==> config.mk <==
export PLATFORM = sky130hd
export DESIGN_NAME = gcd_front
export DESIGN_NICKNAME = d
export VERILOG_FILES = /design/src/rtl/gcd_pkg.sv /design/src/rtl/gcd_front.sv
export SDC_FILE = /design/constraint.sdc
export NUM_CORES = 2
export LEC_CHECK = 0
export BUFFER_PORTS_ARGS = -buffer_cell sky130_fd_sc_hd__buf_2
export CAP_MARGIN = 20
export CORE_UTILIZATION = 35
export DETAILED_ROUTE_END_ITERATION = 6
export PLACE_DENSITY = 0.52
export REMOVE_ABC_BUFFERS = 1
export SETUP_SLACK_MARGIN = 0.02
export SLEW_MARGIN = 20
export SYNTH_ARGS = -nofsm -noshare
export SYNTH_HDL_FRONTEND = slang
export SYNTH_SLANG_ARGS = --single-unit
==> constraint.sdc <==
create_clock -name clk -period 18.95 [get_ports clk]
set_input_delay 5.685 -clock clk [delete_from_list [all_inputs] [get_ports clk]]
set_output_delay 5.685 -clock clk [all_outputs]
set_load 0.05 [all_outputs]
==> src/rtl/gcd_pkg.sv <==
`default_nettype none
package gcd_pkg;

  localparam int LAT_W  = 24;
  localparam int LON_W  = 26;
  localparam int DIST_W = 25;
  localparam int RAD_W  = 23;
  localparam int ANG_W  = 34;
  localparam int THETA_W = 32;
  localparam int SQRT_W = 31;
  localparam int CORDIC_STAGES_DEF = 24;

  typedef logic signed [ANG_W-1:0] ang_t;

  localparam logic [RAD_W-1:0]  RADIUS_RESET = 23'd6378137;
  localparam logic [DIST_W-1:0] DIST_MAX     = 25'd26353600;
  localparam ang_t INV_GAIN = 34'sd652032874;
  localparam ang_t HALF_PI  = 34'sd1686629713;
  localparam ang_t ONE_Q30  = 34'sd1073741824;

  typedef struct packed {
    logic valid;
    logic zero;
    logic missing;
  } ctl_t;

  function automatic ang_t atan_step(input int i);
    ang_t r;
    case (i)
      0:  r = 34'sd843314857;
      1:  r = 34'sd497837829;
      2:  r = 34'sd263043837;
      3:  r = 34'sd133525159;
      4:  r = 34'sd67021687;
      5:  r = 34'sd33543516;
      6:  r = 34'sd16775851;
      7:  r = 34'sd8388437;
      8:  r = 34'sd4194283;
      9:  r = 34'sd2097149;
      10: r = 34'sd1048576;
      default: r = (i <= 30) ? (ang_t'(1) << (30 - i)) : '0;
    endcase
    return r;
  endfunction

endpackage
`default_nettype wire

==> src/rtl/gcd_front.sv <==
`default_nettype none
module gcd_front (
  input  logic clk,
  input  logic rst,
  input  logic en,
  input  logic in_valid,
  input  logic signed [gcd_pkg::LAT_W-1:0] lat_a,
  input  logic signed [gcd_pkg::LON_W-1:0] lon_a,
  input  logic signed [gcd_pkg::LAT_W-1:0] lat_b,
  input  logic signed [gcd_pkg::LON_W-1:0] lon_b,
  input  logic a_missing,
  input  logic b_missing,
  output gcd_pkg::ctl_t co,
  output gcd_pkg::ang_t z_out [3],
  output logic flip_out [3]
);

  localparam logic [27:0] FULL_1 = 28'd23592960;
  localparam logic [27:0] FULL_2 = 28'd47185920;
  localparam logic [27:0] FULL_4 = 28'd94371840;
  localparam logic signed [28:0] OFFSET = 29'sd82575360;  // half turn + three turns
  localparam logic signed [24:0] DH = 25'sd11796480;
  localparam logic signed [24:0] DQ = 25'sd5898240;

  // {flip, folded angle} with the angle in [-90, 90] degrees
  function automatic logic [24:0] fold(input logic signed [24:0] d);
    logic [24:0] r;
    if (d > DQ) begin
      r = {1'b1, 24'(DH - d)};
    end else if (d < -DQ) begin
      r = {1'b1, 24'(-DH - d)};
    end else begin
      r = {1'b0, 24'(d)};
    end
    return r;
  endfunction

  // stage 1
  gcd_pkg::ctl_t c1;
  logic signed [gcd_pkg::LAT_W-1:0] la1, lb1;
  logic [27:0] t1;
  logic signed [26:0] dl;
  logic [27:0] t0;

  assign dl = 27'(lon_b) - 27'(lon_a);
  assign t0 = 28'(29'(dl) + OFFSET);

  always_ff @(posedge clk) begin
    if (rst) begin
      c1 <= '0;
    end else if (en) begin
      c1.valid   <= in_valid;
      c1.missing <= a_missing | b_missing;
      c1.zero    <= a_missing | b_missing | ((lat_a == lat_b) && (lon_a == lon_b));
    end
  end

  always_ff @(posedge clk) begin
    if (en) begin
      la1 <= lat_a;
      lb1 <= lat_b;
      t1  <= (t0 >= FULL_4) ? t0 - FULL_4 : t0;
    end
  end

  // stage 2
  gcd_pkg::ctl_t c2;
  logic [27:0] t2a, t2b;
  logic signed [24:0] dd;
  logic [24:0] f_la, f_lb, f_dl;
  logic signed [23:0] d2 [3];
  logic flip2 [3];

  assign t2a = (t1 >= FULL_2) ? t1 - FULL_2 : t1;
  assign t2b = (t2a >= FULL_1) ? t2a - FULL_1 : t2a;
  assign dd  = 25'(t2b) - DH;
  assign f_la = fold(25'(la1));
  assign f_lb = fold(25'(lb1));
  assign f_dl = fold(dd);

  always_ff @(posedge clk) begin
    if (rst) begin
      c2 <= '0;
    end else if (en) begin
      c2 <= c1;
    end
  end

  always_ff @(posedge clk) begin
    if (en) begin
      d2[0] <= f_la[23:0];
      d2[1] <= f_lb[23:0];
      d2[2] <= f_dl[23:0];
      flip2[0] <= f_la[24];
      flip2[1] <= f_lb[24];
      flip2[2] <= f_dl[24];
    end
  end

  // stage 3: degrees*65536 to Q4.30 radians
  always_ff @(posedge clk) begin
    if (rst) begin
      co <= '0;
    end else if (en) begin
      co <= c2;
    end
  end

  always_ff @(posedge clk) begin
    if (en) begin
      for (int l = 0; l < 3; l++) begin
        z_out[l] <= gcd_pkg::ang_t'((52'(d2[l]) * 52'sd74961321 + 52'sd131072) >>> 18);
        flip_out[l] <= flip2[l];
      end
    end
  end

endmodule
`default_nettype wire

Word-level counts from Yosys, hierarchy flattened
Memory sizes are Yosys's and may differ from the RTL's. A register that Yosys moved wholly into a read port is not among the register bits.
Index checks and enable logic that the tools add are counted.
{"block": "op_classes", "add_sub_neg": 15, "multipliers": 3, "magnitude_cmp": 9, "n_eq_ne": 2, "n_mux": 11, "n_bitwise": 2, "n_reduce_logical": 1}
{"operator": "$mux W25", "n": 7}
{"operator": "$add A52 B19 Y52 const B", "n": 3}
{"operator": "$mul A24 B28 Y52 const B", "n": 3}
{"operator": "$sub A24 B24 Y24 const A", "n": 6}
{"operator": "$mux W28", "n": 2}
{"operator": "$gt A24 B24 Y1 const B", "n": 2}
{"operator": "$lt A24 B24 Y1 const B", "n": 2}
{"operator": "$add A27 B28 Y28 const B", "n": 1}
{"operator": "$ge A28 B25 Y1 const B", "n": 1}
{"operator": "$ge A28 B26 Y1 const B", "n": 1}
{"operator": "$ge A28 B27 Y1 const B", "n": 1}
{"operator": "$sub A28 B26 Y28 const B", "n": 1}
{"operator": "$sub A28 B27 Y28 const B", "n": 1}
{"operator": "$sub A26 B26 Y27", "n": 1}
{"operator": "$eq A26 B26 Y1", "n": 1}
{"operator": "$gt A25 B24 Y1 const B", "n": 1}
{"operator": "$lt A25 B24 Y1 const B", "n": 1}
{"operator": "$sub A25 B24 Y25 const B", "n": 1}
{"operator": "$sub A25 B25 Y25 const B", "n": 1}
{"operator": "$eq A24 B24 Y1", "n": 1}
{"operator": "$mux W1", "n": 2}
{"operator": "$or A1 B1 Y1", "n": 2}
{"operator": "$logic_and A1 B1 Y1", "n": 1}
{"block": "word_totals", "regBits": 187, "ram_bits": 75, "inputBits": 106, "out_inout_bits": 108, "elab_cells": 60, "mem_count": 2}
{"memory": "d2", "depth": 3, "word_bits": 24, "read_ports": 3, "rd_ports_with_merged_regs": 0, "write_ports": 3, "line": "gcd_front.sv:71", "text": "logic signed [23:0] d2 [3];"}
{"memory": "flip2", "depth": 3, "word_bits": 1, "read_ports": 3, "rd_ports_with_merged_regs": 3, "write_ports": 3, "line": "gcd_front.sv:72", "text": "logic flip2 [3];"}

Longest topological paths before layout
{"block": "logic_depth", "word_depth": 8, "mapped_depth": 28, "ltp_nobuf": 28}

Least setup slack after synthesis
OpenSTA, ideal clock, no wires.
{"block": "synth_timing", "path_kind": "in2reg", "start": "input lon_a[1] in the netlist's numbering", "end": "register t1[23] (data pin)", "setup_ps": 258, "t_arrival_ps": 9419, "required_ps": 18692, "setup_slack_ps": 9274, "path_stages": 15, "n_path_buf": 0, "cell_sequence": "inv_1 > ha_1 > ha_1 > fa_1 > a21o_1 > a21oi_1 > o21ai_0 > a31oi_1 > o21ai_0 > a221o_1 > a221o_1 > o311ai_0 > a21oi_1 > a21oi_1 > xnor2_1"}
{"block": "synth_via", "elab_chain_cells": 4, "elab_cells_between_ends": 5, "cone_classes": "3 x add/sub; 1 x order compare; 1 x mux"}
{"element": "from (decl)", "line": "gcd_front.sv:8", "text": "input logic signed [gcd_pkg::LON_W-1:0] lon_a,"}
{"element": "$sub A26 B26 Y27 *", "line": "gcd_front.sv:45", "text": "assign dl = 27'(lon_b) - 27'(lon_a);"}
{"element": "$add A27 B28 Y28 *", "line": "gcd_front.sv:46", "text": "assign t0 = 28'(29'(dl) + OFFSET);"}
{"element": "$sub A28 B27 Y28 or $ge A28 B27 Y1 (tied branches)", "line": "gcd_front.sv:62", "text": "t1 <= (t0 >= FULL_4) ? t0 - FULL_4 : t0;"}
{"element": "$mux W28 *", "line": "gcd_front.sv:62"}
{"element": "to (signal assigned)", "line": "gcd_front.sv:62"}
{"element": "to (decl)", "line": "gcd_front.sv:41", "text": "logic [27:0] t1;"}
Every way passes the cells marked *; elsewhere a longest branch is shown, timed or not.
A chain may end at the register's enable or synchronous reset.

Worst setup path in the final report
Ends and elaborated chain as after synthesis.

==> results_dict.tcl <==
set metrics [dict create \
    cp-end-kind "register" \
    start_util_pct 35.3 \
    fmax_ghz 0.0992 \
    ctsHtreeMaxLevel 2 \
    worstPathArrival_ps 10420 \
    synthDistinctLibCells 91 \
    via_per_inst 4.64 \
    post-route-drc-count 0 \
    final_core_util_pct 38.8 \
    synth_area_per_cell_um2 10.8 \
    num_vias 27900 \
    coreArea_mm2 0.125 \
    clk_pin_slew_worst_paths_ps 60 \
    drt_iter0_drc 1152 \
    grt_pass1_vias 30000 \
    die_x_um 357 \
    grt_pass1_wl_mm 174 \
    synth_edf_count 256 \
    ys_seq_elements 265 \
    status "finished clean" \
    cts_tree "built" \
    crit_path_start "lon_a[1]" \
    die_area_mm2 0.128 \
    clock_sinks 265 \
    io_buffers 213 \
    cts_setup_buffers 0 \
    area_growth_pct 9.96 \
    fin_setup_tns_ps 0 \
    io_pins 214 \
    final_antenna_net_count 0 \
    wire_per_inst_um 18.5 \
    ys_async_sr_fraction_pct 0 \
    hold_buffers 0 \
    start_kind "primary input" \
    path_max_fanout 5 \
    grt-ovfl-total 0 \
    synth_cells 4087 \
    worst_pin_slew_ps 1110 \
    place_hpwl_mm 97.5 \
    synthFlopType "edfxtp_1" \
    drive_gt1_share_pct 7.63 \
    rsz0062_at_grt "false" \
    critical_path_class "primary input to register" \
    hp-class "register to register" \
    gp_congestion 0.934 \
    period_needed_ps 10080 \
    hold_viol 0 \
    worst_skew_pair.late_latency_ps 600 \
    drv_cap 0 \
    dr.pass1.iters 5 \
    r2r_slack_ps 10510 \
    drt-total-wl_mm 111 \
    cts.path.max_buffers 3 \
    antenna_cells 0 \
    slew_violations 0 \
    period_share_pct 53.2 \
    skew_ps 22.9 \
    root_buffer "clkbuf_16" \
    netlist_area_mm2 0.0442 \
    r2r_start "d2[0][26]$_DFFE_PP_" \
    seq_area_frac_synth_pct 17.8 \
    cts_made_buffers 38 \
    maxSlewHeadroom_pct 25.0 \
    antenna_found_initial 8 \
    critPathRequiredTime_ps 19280 \
    die_y_um 357 \
    track_usage_pct 18.0 \
    yosys_warnings 0 \
    grt_max_degree 155 \
    cts_resized 0 \
    rows 130 \
    setup_viol 0 \
    nets 6006 \
    min-delay-start "flip2[0][0]$_SDFFCE_PP1P_" \
]
worst max-delay path, stage by stage:
cell      delay (ps)
buf_2             80
inv_1             30
ha_1             300
ha_1             220
fa_1             470
a21o_1           170
a21oi_1          270
o21ai_0          140
a31oi_1          350
o21ai_0          490
a221o_1          520
a221o_1          390
o311ai_0         760
a21oi_1          240
a21oi_1          220
xnor2_1           80
cell type report:
class	count	area, µm²
repair buffers	221	1150
clock buffers	48	1070
well taps	1650	2060
clock inverters	21	176
inverters	1186	4450
fillers	12400	76800
flip-flops and latches	265	7870
multi-input cells	2621	31800
per-stage QoR:
stage	setup slack (ps)	area (µm²)	cells	hold WS, ps
after floorplan	9270	44100	4072	400
after global placement	8500	47400	5943	411
after detailed placement	8360	47400	5943	412
after CTS	8960	48600	6012	427
after global routing	8430	48600	6012	441
final	8870	48600	6012	430
cell usage after synthesis, drive strengths merged (34+ instances only):
cell	instances	share of area [%]
a21oi	93	1.1
o21a	35	0.61
xnor2	141	2.8
edfxtp	256	17
a21o	63	1.1
fa	715	32
inv	1186	10
o21ai	62	0.70
xor2	52	1.0
nand2	94	0.80
nor2	125	1.1
ha	852	24
nor3	34	0.38
cells by family (layout without fill, tap and decap cells):
kind of cell | Yosys count | in the layout | share of synthesized area, %
mux | 12 | 12 | 0.286
simple gates | 447 | 447 | 5.18
compound gates | 402 | 402 | 6.19
xor+xnor | 193 | 193 | 3.84
flops | 265 | 265 | 17.8
buf+inv | 1201 | 1476 | 10.2
fa+ha+maj | 1567 | 1567 | 56.5
layout by cell type, fill, tap and decap left out, drive strengths merged, types with 8 or more instances in the layout:
cell    count
inv      1190
nand3      23
o21a       35
a211o       8
nand2b     16
and2       13
nor4       12
dfxtp       9
nor2b      18
fa        715
ha        852
a31oi      14
xor2       52
a21oi      93
a211oi     12
buf       221
nor2      125
clkbuf     48
nand4      29
clkinv     11
o211ai      8
and3       12
xnor2     141
o31ai      26
edfxtp    256
or2        25
nor3       34
a21o       63
o21bai     15
mux2i      10
o21ai      62
or3         8
a21boi      9
or4         9
nand2      94
flip-flops by register name, summed over array words and instances, names as in the netlist:
register,flops
flip2,3
la1,24
flip_out,3
t1,28
z_out,102
lb1,24
co,3
d2,72
c1,3
c2,3
path summary, 6_finish.rpt:
path,to,depth (start not counted)
setup reg to reg,z_out[62]$_DFFE_PP_,24
hold reg to reg,flip_out[2]$_DFFE_PP_,0
setup / recovery,t1[23]$_DFFE_PP_,16
hold / removal,flip_out[2]$_DFFE_PP_,0
metal layers:
layer / wire length (µm) / vias to the layer above / global-route usage, % / part of all wire (%)
li1: - / 13500 / - / -
met1: 51600 / 13700 / 24.4 / 46
met2: 51400 / 489 / 29.7 / 46
met3: 5350 / 118 / 2.98 / 4.8
met4: 2590 / 14 / 4.43 / 2.3
met5: 94 / - / 0 / 0.085
Power is left out: the tool's default activity adds up to more than one toggle a clock period on the data nets, which glitch-free logic cannot reach.
